[src/rtl/core/reflow_profile_sequencer_assert.svh]
// Assertion macros for the reflow profile sequencer
`ifndef REFLOW_PROFILE_SEQUENCER_ASSERT_SVH
`define REFLOW_PROFILE_SEQUENCER_ASSERT_SVH

// check cons in the same cycle as ante
`define RPS_ASSERT_SAME(name, ante, cons) \
  name: assert property (@(posedge clk_i) disable iff (!rst_ni) (ante) |-> (cons)) \
    else $error("rps assertion failed");

// check cons in the cycle after ante
`define RPS_ASSERT_NEXT(name, ante, cons) \
  name: assert property (@(posedge clk_i) disable iff (!rst_ni) (ante) |=> (cons)) \
    else $error("rps assertion failed");

`endif

[src/rtl/core/rps_pkg.sv]
// Types and constants shared by the reflow profile sequencer modules
package rps_pkg;

  typedef enum logic [2:0] {
    PH_IDLE     = 3'd0,
    PH_PREHEAT  = 3'd1,
    PH_SOAK     = 3'd2,
    PH_RAMP     = 3'd3,
    PH_REFLOW   = 3'd4,
    PH_COOL     = 3'd5,
    PH_COMPLETE = 3'd6,
    PH_TOO_HOT  = 3'd7
  } phase_e;

  localparam logic [1:0] KIND_SAMPLE = 2'd0;
  localparam logic [1:0] KIND_START  = 2'd1;
  localparam logic [1:0] KIND_STOP   = 2'd2;

  localparam logic [1:0] GAIN_PREHEAT = 2'd0;
  localparam logic [1:0] GAIN_SOAK    = 2'd1;
  localparam logic [1:0] GAIN_REFLOW  = 2'd2;

  localparam logic [2:0] REG_PREHEAT_TARGET    = 3'd0;
  localparam logic [2:0] REG_SOAK_ENTRY_TEMP   = 3'd1;
  localparam logic [2:0] REG_SOAK_TARGET       = 3'd2;
  localparam logic [2:0] REG_SOAK_TIME_MS      = 3'd3;
  localparam logic [2:0] REG_PEAK_TARGET       = 3'd4;
  localparam logic [2:0] REG_REFLOW_ENTRY_TEMP = 3'd5;
  localparam logic [2:0] REG_REFLOW_TIME_MS    = 3'd6;
  localparam logic [2:0] REG_COOL_TARGET       = 3'd7;

  typedef struct packed {
    logic [11:0] preheat_target;
    logic [11:0] soak_entry_temp;
    logic [11:0] soak_target;
    logic [19:0] soak_time_ms;
    logic [11:0] peak_target;
    logic [11:0] reflow_entry_temp;
    logic [19:0] reflow_time_ms;
    logic [11:0] cool_target;
  } cfg_t;

  typedef struct packed {
    phase_e      phase;
    logic        running;
    logic [31:0] stamp;
    logic [11:0] target;
    logic [1:0]  gains;
  } state_t;

  typedef struct packed {
    logic [1:0]  kind;
    logic [11:0] temperature;
    logic [31:0] now_ms;
  } item_t;

endpackage

[src/rtl/core/rps_cfg_regs.sv]
// APB register file holding the profile thresholds, targets and time limits
module rps_cfg_regs (
  input  logic         clk_i,
  input  logic         rst_ni,
  input  logic         psel,
  input  logic         penable,
  input  logic         pwrite,
  input  logic [4:0]   paddr,
  input  logic [31:0]  pwdata,
  output logic [31:0]  prdata,
  output logic         pready,
  output rps_pkg::cfg_t cfg_o
);

  rps_pkg::cfg_t cfg_q, cfg_d;
  logic          wr_en;

  assign pready = 1'b1;
  assign wr_en  = psel & penable & pwrite;
  assign cfg_o  = cfg_q;

  always_comb begin
    cfg_d = cfg_q;
    if (wr_en) begin
      unique case (paddr[4:2])
        rps_pkg::REG_PREHEAT_TARGET:    cfg_d.preheat_target    = pwdata[11:0];
        rps_pkg::REG_SOAK_ENTRY_TEMP:   cfg_d.soak_entry_temp   = pwdata[11:0];
        rps_pkg::REG_SOAK_TARGET:       cfg_d.soak_target       = pwdata[11:0];
        rps_pkg::REG_SOAK_TIME_MS:      cfg_d.soak_time_ms      = pwdata[19:0];
        rps_pkg::REG_PEAK_TARGET:       cfg_d.peak_target       = pwdata[11:0];
        rps_pkg::REG_REFLOW_ENTRY_TEMP: cfg_d.reflow_entry_temp = pwdata[11:0];
        rps_pkg::REG_REFLOW_TIME_MS:    cfg_d.reflow_time_ms    = pwdata[19:0];
        rps_pkg::REG_COOL_TARGET:       cfg_d.cool_target       = pwdata[11:0];
        default:                        cfg_d = cfg_q;
      endcase
    end
  end

  always_comb begin
    unique case (paddr[4:2])
      rps_pkg::REG_PREHEAT_TARGET:    prdata = {20'd0, cfg_q.preheat_target};
      rps_pkg::REG_SOAK_ENTRY_TEMP:   prdata = {20'd0, cfg_q.soak_entry_temp};
      rps_pkg::REG_SOAK_TARGET:       prdata = {20'd0, cfg_q.soak_target};
      rps_pkg::REG_SOAK_TIME_MS:      prdata = {12'd0, cfg_q.soak_time_ms};
      rps_pkg::REG_PEAK_TARGET:       prdata = {20'd0, cfg_q.peak_target};
      rps_pkg::REG_REFLOW_ENTRY_TEMP: prdata = {20'd0, cfg_q.reflow_entry_temp};
      rps_pkg::REG_REFLOW_TIME_MS:    prdata = {12'd0, cfg_q.reflow_time_ms};
      rps_pkg::REG_COOL_TARGET:       prdata = {20'd0, cfg_q.cool_target};
      default:                        prdata = 32'd0;
    endcase
  end

  always_ff @(posedge clk_i or negedge rst_ni) begin
    if (!rst_ni) begin
      cfg_q.preheat_target    <= 12'd600;
      cfg_q.soak_entry_temp   <= 12'd600;
      cfg_q.soak_target       <= 12'd800;
      cfg_q.soak_time_ms      <= 20'd90000;
      cfg_q.peak_target       <= 12'd1000;
      cfg_q.reflow_entry_temp <= 12'd960;
      cfg_q.reflow_time_ms    <= 20'd30000;
      cfg_q.cool_target       <= 12'd400;
    end else begin
      cfg_q <= cfg_d;
    end
  end

endmodule

[src/rtl/core/rps_step.sv]
// Next-state logic of the profile sequencer for one command or sample
module rps_step #(
  parameter logic [11:0] ROOM_TEMP = 12'd200
) (
  input  rps_pkg::cfg_t   cfg_i,
  input  rps_pkg::state_t state_i,
  input  rps_pkg::item_t  item_i,
  output rps_pkg::state_t state_o,
  output logic            accepted_o
);

  logic [31:0] elapsed;
  logic        soak_done;
  logic        reflow_done;

  assign elapsed     = item_i.now_ms - state_i.stamp;
  assign soak_done   = elapsed > {12'd0, cfg_i.soak_time_ms};
  assign reflow_done = elapsed > {12'd0, cfg_i.reflow_time_ms};

  always_comb begin
    state_o    = state_i;
    accepted_o = 1'b0;
    unique case (item_i.kind)
      rps_pkg::KIND_SAMPLE: begin
        case (state_i.phase)
          rps_pkg::PH_IDLE: begin
            if (state_i.running) begin
              state_o.stamp = item_i.now_ms;
              if (item_i.temperature >= ROOM_TEMP) begin
                state_o.phase = rps_pkg::PH_TOO_HOT;
              end else begin
                state_o.phase  = rps_pkg::PH_PREHEAT;
                state_o.target = cfg_i.preheat_target;
              end
            end
          end
          rps_pkg::PH_PREHEAT: begin
            if (item_i.temperature >= cfg_i.soak_entry_temp) begin
              state_o.phase  = rps_pkg::PH_SOAK;
              state_o.stamp  = item_i.now_ms;
              state_o.gains  = rps_pkg::GAIN_SOAK;
              state_o.target = cfg_i.soak_target;
            end
          end
          rps_pkg::PH_SOAK: begin
            if (soak_done) begin
              state_o.phase  = rps_pkg::PH_RAMP;
              state_o.stamp  = item_i.now_ms;
              state_o.gains  = rps_pkg::GAIN_REFLOW;
              state_o.target = cfg_i.peak_target;
            end
          end
          rps_pkg::PH_RAMP: begin
            if (item_i.temperature >= cfg_i.reflow_entry_temp) begin
              state_o.phase = rps_pkg::PH_REFLOW;
              state_o.stamp = item_i.now_ms;
            end
          end
          rps_pkg::PH_REFLOW: begin
            if (reflow_done) begin
              state_o.phase  = rps_pkg::PH_COOL;
              state_o.stamp  = item_i.now_ms;
              state_o.gains  = rps_pkg::GAIN_REFLOW;
              state_o.target = cfg_i.cool_target;
            end
          end
          rps_pkg::PH_COOL: begin
            if (item_i.temperature <= cfg_i.cool_target) begin
              state_o.phase   = rps_pkg::PH_COMPLETE;
              state_o.stamp   = item_i.now_ms;
              state_o.running = 1'b0;
            end
          end
          rps_pkg::PH_COMPLETE: begin
            state_o.phase = rps_pkg::PH_IDLE;
            state_o.stamp = item_i.now_ms;
          end
          default: begin
            if (item_i.temperature < ROOM_TEMP) begin
              state_o.phase = rps_pkg::PH_IDLE;
              state_o.stamp = item_i.now_ms;
            end
          end
        endcase
      end
      rps_pkg::KIND_START: begin
        if (!state_i.running) begin
          state_o.running = 1'b1;
          accepted_o      = 1'b1;
        end
      end
      rps_pkg::KIND_STOP: begin
        if (state_i.running) begin
          state_o.running = 1'b0;
          state_o.phase   = rps_pkg::PH_IDLE;
          state_o.stamp   = item_i.now_ms;
          accepted_o      = 1'b1;
        end
      end
      default: begin
        state_o = state_i;
      end
    endcase
  end

endmodule

[src/rtl/core/reflow_profile_sequencer.sv]
// Top level of the reflow profile sequencer: input register, step logic, result register
//
//   channel   | direction | payload
//   s_axis    | in        | kind in tuser; temperature, now_ms in tdata
//   m_axis    | out       | phase, running, setpoint, gain_set, accepted in tdata
//   apb       | in/out    | eight profile registers at byte address 4*i
//
// One transaction per cycle while the result is not stalled; each passes from input
// to result through the input register, then the step logic into the result register.
// Reset clears the phase state, the run flag and both valid bits and loads
// the register defaults. A stalled result holds the step logic; the input
// register still takes one more transaction if it is empty.
module reflow_profile_sequencer #(
  parameter logic [11:0] ROOM_TEMP = 12'd200
) (
  input  logic        clk_i,
  input  logic        rst_ni,
  input  logic        s_axis_tvalid_i,
  output logic        s_axis_tready_o,
  // [11:0] temperature, [43:12] now_ms, [47:44] zero
  input  logic [47:0] s_axis_tdata_i,
  // [1:0] kind
  input  logic [1:0]  s_axis_tuser_i,
  output logic        m_axis_tvalid_o,
  input  logic        m_axis_tready_i,
  // [2:0] phase, [3] running, [15:4] setpoint, [17:16] gain_set, [18] accepted,
  // [23:19] zero
  output logic [23:0] m_axis_tdata_o,
  input  logic        psel,
  input  logic        penable,
  input  logic        pwrite,
  input  logic [4:0]  paddr,
  input  logic [31:0] pwdata,
  output logic [31:0] prdata,
  output logic        pready
);

  rps_pkg::cfg_t   cfg;
  rps_pkg::item_t  item_q;
  rps_pkg::state_t state_q, state_d;
  logic            in_valid_q;
  logic            out_valid_q;
  logic [23:0]     out_data_q;
  logic            accepted_d;
  logic            consume;

  rps_cfg_regs u_cfg (
    .clk_i   (clk_i),
    .rst_ni  (rst_ni),
    .psel    (psel),
    .penable (penable),
    .pwrite  (pwrite),
    .paddr   (paddr),
    .pwdata  (pwdata),
    .prdata  (prdata),
    .pready  (pready),
    .cfg_o   (cfg)
  );

  rps_step #(
    .ROOM_TEMP (ROOM_TEMP)
  ) u_step (
    .cfg_i      (cfg),
    .state_i    (state_q),
    .item_i     (item_q),
    .state_o    (state_d),
    .accepted_o (accepted_d)
  );

  assign consume         = in_valid_q & (~out_valid_q | m_axis_tready_i);
  assign s_axis_tready_o = ~in_valid_q | consume;
  assign m_axis_tvalid_o = out_valid_q;
  assign m_axis_tdata_o  = out_data_q;

  always_ff @(posedge clk_i or negedge rst_ni) begin
    if (!rst_ni) begin
      in_valid_q    <= 1'b0;
      out_valid_q   <= 1'b0;
      state_q.phase   <= rps_pkg::PH_IDLE;
      state_q.running <= 1'b0;
      state_q.stamp   <= 32'd0;
      state_q.target  <= 12'd0;
      state_q.gains   <= rps_pkg::GAIN_PREHEAT;
    end else begin
      if (s_axis_tready_o) begin
        in_valid_q <= s_axis_tvalid_i;
      end
      if (consume) begin
        out_valid_q <= 1'b1;
        state_q     <= state_d;
      end else if (m_axis_tready_i) begin
        out_valid_q <= 1'b0;
      end
    end
  end

  always_ff @(posedge clk_i) begin
    if (s_axis_tready_o && s_axis_tvalid_i) begin
      item_q.kind        <= s_axis_tuser_i;
      item_q.temperature <= s_axis_tdata_i[11:0];
      item_q.now_ms      <= s_axis_tdata_i[43:12];
    end
    if (consume) begin
      out_data_q <= {5'd0, accepted_d, state_d.gains, state_d.target,
                     state_d.running, state_d.phase};
    end
  end

  `include "reflow_profile_sequencer_assert.svh"

  `RPS_ASSERT_NEXT(a_consume_fills_out, consume, out_valid_q)
  `RPS_ASSERT_NEXT(a_state_holds_idle, !consume, $stable(state_q))
  `RPS_ASSERT_SAME(a_gains_legal, 1'b1, state_q.gains != 2'd3)
  `RPS_ASSERT_NEXT(a_input_held, in_valid_q && !consume, in_valid_q)

endmodule
[config.mk]
export PLATFORM = sky130hd
export DESIGN_NAME = reflow_profile_sequencer
export DESIGN_NICKNAME = d
export VERILOG_FILES = /design/src/rtl/core/rps_pkg.sv /design/src/rtl/core/rps_cfg_regs.sv /design/src/rtl/core/rps_step.sv /design/src/rtl/core/reflow_profile_sequencer.sv
export VERILOG_INCLUDE_DIRS = /design/src /design/src/rtl/core
export SDC_FILE = /design/constraint.sdc
export NUM_CORES = 1
export LEC_CHECK = 0
export BUFFER_PORTS_ARGS = -buffer_cell sky130_fd_sc_hd__buf_2
export CORE_ASPECT_RATIO = 0.5
export CORE_MARGIN = 1.5
export CORE_UTILIZATION = 30
export CTS_CLUSTER_DIAMETER = 100
export DETAILED_ROUTE_END_ITERATION = 10
export GPL_ROUTABILITY_DRIVEN = 0
export HOLD_SLACK_MARGIN = 0.06
export PLACE_DENSITY = 0.51
export SLEW_MARGIN = 20
export SYNTH_ARGS = -nofsm -noshare
export SYNTH_HDL_FRONTEND = slang
export SYNTH_SLANG_ARGS = --single-unit
[constraint.sdc]
create_clock -name clk_i -period 5.95 [get_ports clk_i]
set_clock_uncertainty 0.15 [all_clocks]
set_input_delay 0.8925 -clock clk_i [delete_from_list [all_inputs] [get_ports clk_i]]
set_output_delay 0.8925 -clock clk_i [all_outputs]
set_load 0.02 [all_outputs]
; After elaboration in Yosys (flattened, before gate mapping)
; Cells that the tools add are included.
[classes]
n_eq_ne = 23
bitwise_logic = 7
n_shift = 0
multipliers = 0
n_reduce_logical = 15
n_lt_le_gt_ge = 7
div = 0
add_sub_neg = 1
n_mux = 31
[op_table]
columns = op, count
row1 = 32-bit case mux with 8 select lines, 1
row2 = 32-bit case mux with 7 select lines, 1
row3 = 46-bit two-way mux, 3
row4 = 36-bit two-way mux, 2
row5 = 32-bit by 20-bit greater-than comparator with 1-bit output, 2
row6 = 32-bit two-way mux, 2
row7 = 32-bit case mux with 2 select lines, 1
row8 = 12-bit case mux with 4 select lines, 1
row9 = 44-bit two-way mux, 1
row10 = 32-bit subtractor, 1
row11 = 12-bit >= comparator, 2
row12 = "3-bit == test, second input constant", 7
row13 = 3-bit two-way mux, 7
row14 = 3-bit case mux with 7 select lines, 1
row15 = 2-bit AND reduction, 8
row16 = "3-bit by 2-bit != test with 1-bit output, second input constant", 5
row17 = 14-bit two-way mux, 1
row18 = "3-bit by 2-bit == test with 1-bit output, second input constant", 4
row19 = "12-bit by 8-bit >= comparator with 1-bit output, second input constant", 1
row20 = 12-bit less-or-equal comparator, 1
row21 = "12-bit by 8-bit less-than comparator with 1-bit output, second input constant", 1
row22 = 12-bit two-way mux, 1
row23 = 10-bit AND reduction, 1
row24 = "9-bit by 8-bit != test with 1-bit output, second input constant", 1
row25 = 17 further kinds, 28
[totals]
ram_bits = 0
regBits = 229
mem_bits_ro = 0
latchBits = 0
input_bits = 94
n_memories = 0
elab_cells = 103

; Longest topological paths before layout
; Gate-level depths: netlist of run 1.
[logic_depth]
depth_word = 5
mapped_depth = 21

; By module
; From an unflattened synthesis of run 1, not the netlist that was laid out.
[hier_totals]
hier_cells = 1522
area_unflattened_um2 = 15572.4
[modules_own_cells]
columns = mod, cells_each, instances, area_per_inst_um2, seq_area_each_um2
row1 = rps_step, 951, 1, 6148.4, 0.0
row2 = rps_cfg_regs, 386, 1, 5271.3, 2852.7
row3 = reflow_profile_sequencer, 185, 1, 4152.7, 3253.1

; Least setup slack after synthesis of run 1
; No wires, ideal clock.
[synth_timing]
path_type = flip-flop to flip-flop
startpoint = register item_q[0] in the netlist's numbering
endpoint = register state_q[14] in the netlist's numbering
synth_period_minus_slack_ps = 4575
required_time_ps = 5675
stages_incl_launch_ff = 22
setup_ps = 125
setup_slack_ps = 1375
n_path_buf = 1
arrival_time_ps = 4300
path_cell_list = edfxtp_1 > inv_1 > ha_1 > inv_1 > fa_1 > a21o_1 > a221o_2 > a21oi_4 > o31ai_1 > xor2_1 > ha_1 > a21o_1 > a21o_1 > a21oi_1 > o211ai_1 > a221oi_1 > a221oi_1 > o22ai_1 > nand3_4 > o31ai_4 > buf_12 > mux2_4
[synth_via]
elab_chain_len = 4
[synth_rtl]
columns = item, line_no
row1 = start: declaration, reflow_profile_sequencer.sv:39  ; rps_pkg::item_t item_q;
row2 = 32-bit subtractor, rps_step.sv:16  ; assign elapsed = item_i.now_ms - state_i.stamp;
row3 = 32-bit by 20-bit greater-than comparator with 1-bit output (on tied branches), "rps_step.sv:18, rps_step.sv:17"
row4 = 3-bit by 2-bit != test with 1-bit output (no source line), --
row5 = 10-bit AND reduction (no source line), --
row6 = end signal: assignment, reflow_profile_sequencer.sv:90  ; state_q <= state_d;
row7 = end: declaration, reflow_profile_sequencer.sv:40  ; rps_pkg::state_t state_q, state_d;
; Several ways; a longest one is shown, not always the timed one. The select of a mux whose other input is x is not followed.
; A chain may end at the register's enable or synchronous reset.

==> qor.txt, run 1 <==
number of global-route vias before repair -> 10.1k
Finished Core Util -> 0.347
DP HPWL -> 29000 um
Power Dens Cells -> 474 nW/um^2
Final Critical Period -> 5.34 ns
peak supply drop -> 261 uV
die height -> 157 um
Slew headroom -> 0.280
Setup crit start -> item_q[0]
# rows -> 56
IO Pins -> 153
Synth Area per Inst -> 10.3 sq um
sequential-to-total area share from yosys stat -> 0.431
startpoint types -> register
wire length on met3 -> 1480 um
Port Buffers -> 116
M1 WL -> 18800 um
die width -> 310 um
DR vias -> 10.7k
CP Class -> register to register
Post-Synthesis Cells -> 1378
distinct cell type count after synthesis -> 91
Worst-path clk slew -> 0.06 ns
routed vias/inst -> 4.99
RSZ-0062 raised after global routing -> no
Num CTS Buffers -> 26
number of remaining DRC errors -> 0
main flop type after synthesis -> dfrtp_1
GRT Util Overall -> 0.162
Psw -> 3100 uW
final setup fails -> 0
Worst EP arrival -> 5.45 ns
Clock Sinks -> 229
clock buffer depth -> 3
Clk Latency, worst-skew pair -> 0.57 ns
Final ANT Viol Nets -> 0
synth top area cells -> dfrtp_1 (22%), edfxtp_1 (14%), ha_1 (9.5%), dfstp_2 (7.4%), o21ai_0 (4.3%)
CP max FO -> 12
YS warnings -> 0
starting density of the core -> 0.303
GRT Residual Overflow -> 0
Worst-Margin Slew -> 1.07 ns
first-pass GRT wire length -> 60600 um
CTS root buf -> clkbuf_16
fin crit share -> 0.897
LEAKAGE -> 0.00717 uW
largest net degree at the start of global routing -> 87
Final nets -> 1681
Max Cap Viol -> 0
WL/cell -> 18.3 um
setup TNS -> 0 ns
Synth area leader -> dfrtp_1
CTS tree -> yes
share of layout cells above drive strength 1 -> 0.237
Sw Share -> 0.403
status -> completed
Area growth syn-to-layout -> 14.6%
number of synthesized flops with an enable pin -> 65
internal power -> 4590 uW
Core Area -> 46700 sq um
Synth top area share -> 0.219
Total Wirelength -> 39200 um
fin. max-slew vios -> 0
First-pass DRT Iterations -> 5
synthesized area -> 14200 sq um
clock power share -> 0.218
Post-CTS Setup Inserts -> 0
ant diodes -> 0
Fin. Hold Viols -> 0
reg-to-reg critical path startpoint -> item_q[0]
initial antenna violation count -> 2
hold bufs inserted after CTS -> 0
die area -> 48600 sq um
H-tree depth -> 1
hold slack -> 0.224 ns
uppermost layer routed -> met5
Hold WC Path Type -> primary input to async pin
Worst Path Required -> 6.06 ns
DR WL met2 -> 18300 um
fmax -> 0.187 GHz
Combinational Power Share -> 0.478
asr flop ratio synth -> 0.716
post_cts resized -> 0
sequential fraction of design power -> 0.304
synthesized flop and latch total -> 229
CP Capture Type -> register
Starting DRT DRC Count -> 875
path summary, 6_finish.rpt:
check / end / slack (ns) / cells after the start
max: m_axis_tdata_o[4] / 0.61 / 21
min: state_q[7] / 0.22 / 1
max reg2reg: m_axis_tdata_o[4] / 0.61 / 21
min reg2reg: state_q[10] / 0.34 / 2
max in group asynchronous: state_q[43] / 4.31 / 2
min in group clk_i: state_q[10] / 0.34 / 2
sequential cells by signal, summed over array words and instances, names as in the netlist:
signal,cells
m_axis_tvalid_o,1
item_q,46
m_axis_tdata_o,19
state_q,50
u_cfg.cfg_o,112
in_valid_q,1
Yosys cell counts, drive strengths merged (7+ instances only):
library cell    n
inv           130
ha            107
mux4           18
o221ai         14
a221oi         15
nor2b          19
nor2           49
dfrtp         124
o21ai         127
o21a           14
clkbuf         39
a21oi          63
nand3           9
nand2         154
buf            41
o211ai          8
a211oi         11
o22ai          15
a22oi          14
nand2b         10
a22o           11
dfstp          40
xnor2           8
nor3           19
xor2           15
or3             7
a31oi          10
a21o           32
nand4          24
and2            7
mux2           80
edfxtp         65
or2             7
layer usage:
metal	vias to the layer above	global-route usage
li1	5184	-
met1	5215	0.226
met2	222	0.266
met3	41	0.0236
met4	2	0.0309
met5	-	0
critical path: stages, from the launching register on:
cell and delay [ns]:
edfxtp_1 0.39, inv_1 0.07, ha_1 0.17, inv_1 0.06, fa_1 0.40, a21o_1 0.21
a221oi_2 0.29, a2bb2oi_2 0.28, a21oi_2 0.15, nor2_1 0.14, xnor2_1 0.18, ha_1 0.30
a21o_1 0.16, a21oi_1 0.21, o211ai_1 0.12, a221oi_1 0.23, a221oi_1 0.15, nor3_2 0.23
a21oi_1 0.10, buf_4 0.23, a221oi_1 0.64, o22ai_1 0.19
logic make-up (layout without fill, tap and decap cells):
family,Yosys count,in the layout,synth area share
xor gates and xnor gates,23,23,0.0142
and+or+nand+nor,327,327,0.112
buffers and inverters,210,315,0.0655
adders and majority gates,108,108,0.0959
muxes,102,102,0.103
AOI/OAI and AO/OA,377,377,0.178
other,2,18,0.000530
DFF,229,229,0.431
power by group through the flow:
stage	Clock, uW	Combinational (uW)	Sequential [uW]
2_1_floorplan	0	2760	2260
3_3_place_gp	0	3650	2360
3_5_place_dp	0	3670	2360
4_1_cts	1720	3700	2330
5_1_grt	1780	4130	2390
6_report	1680	3680	2340
cell usage in the layout (no fill, tap or decap), types with 40 or more instances in the layout:
master	n
a21oi_1	57
buf_2	115
dfrtp_1	124
dfstp_2	40
edfxtp_1	65
ha_1	107
inv_1	130
mux2_2	50
nand2_1	154
nor2_1	42
o21ai_0	121
cell type report:
class | count | area (sq um)
multi-input combinational | 955 | 7210
clock inverter | 11 | 141
timing repair buffer | 137 | 757
sequential | 229 | 6110
clock buffer | 37 | 733
tap | 638 | 798
fill | 4755 | 30500
inverter | 130 | 488
metrics by stage:
stage | total power (uW) | std cells | worst slack (ns) | cell area [sq um]
2_1_floorplan | 5030 | 1394 | 1.38 | 14200
3_3_place_gp | 6010 | 2089 | 0.453 | 15400
3_5_place_dp | 6030 | 2089 | 0.444 | 15400
4_1_cts | 7750 | 2137 | 0.448 | 16200
5_1_grt | 8300 | 2137 | 0.217 | 16200
6_report | 7700 | 2137 | 0.614 | 16200
Power figures use the tool's default switching activity.
==> inputs of run 2 (changes only) <==
--- a/config.mk
+++ b/config.mk
@@ -10,6 +10,7 @@
 export CORE_ASPECT_RATIO = 0.5
 export CORE_MARGIN = 1.5
 export CORE_UTILIZATION = 30
+export CTS_BUF_LIST = sky130_fd_sc_hd__clkbuf_4
 export CTS_CLUSTER_DIAMETER = 100
 export DETAILED_ROUTE_END_ITERATION = 10
 export GPL_ROUTABILITY_DRIVEN = 0
==> run 2 against run 1 <==
Total power is 3.4% lower. Design area is 0.43% lower. Flip-flop and latch count stayed put. Cell count is 3.2% higher. First-iteration DRC count is 7.0% lower. Critical path depth stayed put. Worst hold slack worse by 0.10 ns. Largest cell class unchanged. Highest routed layer unchanged.
==> qor.txt, run 2 (synthesis gave the netlist of run 1 again) <==
status -> completed
H-tree depth -> 2
R2R Path End -> m_axis_tdata_o[4]
First-pass DRT Iterations -> 5
Hold WC Path Type -> primary input to register
post-place setup slack -> 0.444 ns
Slew headroom -> 0.297
most common cell after layout, fill and taps aside -> nand2_1
Worst-path clk slew -> 0.07 ns
number of remaining DRC errors -> 0
Total Wirelength -> 39600 um
FF-to-FF setup slack -> 0.66 ns
Final Worst Setup Slack -> 0.662 ns
share of layout cells above drive strength 1 -> 0.264
Worst-Margin Slew -> 1.05 ns
Clk Latency, worst-skew pair -> 0.80 ns
Core Area -> 46700 sq um
CP Class -> register to register
fin. max-slew vios -> 0
Critical-path top delay cell -> a221oi_1
DR vias -> 10.8k
Worst EP arrival -> 5.62 ns
CP Capture Type -> register
CP max FO -> 12
Max Cap Viol -> 0
CTS root buf -> clkbuf_4
first-pass GRT wire length -> 61300 um
most frequent cells in the layout -> nand2_1 (154), inv_1 (130), dfrtp_1 (124)
GRT Residual Overflow -> 0
hold path start -> s_axis_tdata_i[2]
GRT Util Overall -> 0.164
initial antenna violation count -> 3
RSZ-0062 raised after global routing -> no
clock buffer depth -> 3
Setup crit start -> item_q[0]
Power Dens Cells -> 460 nW/um^2
routed vias/inst -> 4.91
Clock Sinks -> 229
cell count after placement -> 2089
reg-to-reg critical path startpoint -> item_q[0]
LEAKAGE -> 0.00722 uW
fmax -> 0.189 GHz
Final nets -> 1717
non-filler cells, final -> 2206
post_cts resized -> 0
Starting DRT DRC Count -> 814
die area -> 48600 sq um
Port Buffers -> 116
CTS tree -> yes
IO Pins -> 153
CP most frequent cell -> a221oi_1
WL/cell -> 18.0 um
# rows -> 56
Worst Path Required -> 6.29 ns
Fin. Hold Viols -> 0
Num CTS Buffers -> 60
Final Critical Period -> 5.29 ns
worst stage delay on the critical path -> 0.64 ns
fillcell total -> 4815
max FFs per register -> 112
setup TNS -> 0 ns
CP Cell Sequence -> inv_1 > ha_1 > inv_1 > fa_1 > a21o_1 > a221oi_2 > a2bb2oi_2 > a21oi_2 > nor2_1 > xnor2_1 > ha_1 > a21o_1 > a21oi_1 > o211ai_1 > a221oi_1 > a221oi_1 > nor3_2 > a21oi_1 > buf_4 > a221oi_1 > o22ai_1
die width -> 310 um
Setup crit end -> m_axis_tdata_o[4]
largest net degree at the start of global routing -> 87
DP HPWL -> 29000 um
number of global-route vias before repair -> 10.5k
peak supply drop -> 144 uV
startpoint types -> register
Area growth syn-to-layout -> 14.1%
final setup fails -> 0
reg2reg path depth -> 21
fin crit share -> 0.889
die height -> 157 um
Final ANT Viol Nets -> 0
starting density of the core -> 0.303
run 2: changes by cell type in the layout (fill, tap and decap cells not counted):
cell           delta
dlygate4sd3_1     +2
bufinv_16         -3
clkbuf_1          -8
inv_6             +2
clkinv_2          -1
clkbuf_4         +90
clkbuf_16        -27
diode_2           +2
clkinv_8          -1
clkbuf_8          -2
clkinv_1         +15
run 2: stage by stage:
stage	area [sq um]	hold slack [ns]	power [uW]	utilization
2_1_floorplan	14200	0.306	5030	-
3_3_place_gp	15400	0.318	6010	0.329
5_1_grt	16200	0.0636	8070	0.346
3_5_place_dp	15400	0.323	6030	0.329
4_1_cts	16100	0.0629	7500	0.345
6_report	16200	0.120	7430	0.346
run 2: what timing repair did:
action / CTS / global route
setup endpoints to repair: 0 / 0
hold buffers: 1 / 1
setup buffers: 0 / 0
endpoints found under the hold margin: 54 / 1
run 2: how the worst min path moves through the flow:
stage | depth (start not counted) | slack, ns | end
2_1_floorplan | 2 | 0.31 | state_q[10]
3_3_place_gp | 2 | 0.32 | state_q[5]
3_5_place_dp | 2 | 0.32 | state_q[5]
4_1_cts | 1 | 0.06 | item_q[41]
5_1_grt | 1 | 0.06 | item_q[34]
6_report | 1 | 0.12 | item_q[34]
run 2: per-layer routing:
layer	routed length, um	track usage	vias to the layer above
li1	-	-	5286
met1	18900	0.226	5266
met2	18300	0.266	228
met3	1750	0.0299	58
met4	673	0.0383	2
met5	13	0	-
run 2: layout make-up:
| cell class | count | area [sq um] | area share |
|---|---|---|---|
| antenna | 2 | 5.00 | 0.000310 |
| sequential | 229 | 6110 | 0.378 |
| clock buffer | 90 | 676 | 0.0418 |
| inverter | 130 | 488 | 0.0302 |
| multi-input combinational | 955 | 7210 | 0.446 |
| timing repair buffer | 139 | 777 | 0.0481 |
| tap | 638 | 798 | 0.0494 |
| clock inverter | 23 | 104 | 0.00643 |
run 2: worst max-delay path: cells and delay by family, from the launching register on:
family	cells	cell delay [ns]
buffers and inverters	3	0.35
and+or+nand+nor	2	0.36
DFF	1	0.39
adders and majority gates	3	0.87
AOI/OAI and AO/OA	12	2.73
xor gates and xnor gates	1	0.19
run 2: power by group:
part           internal [uW]  switching, uW
registers               2050            287
clock network            697            725
logic                   1550           2120
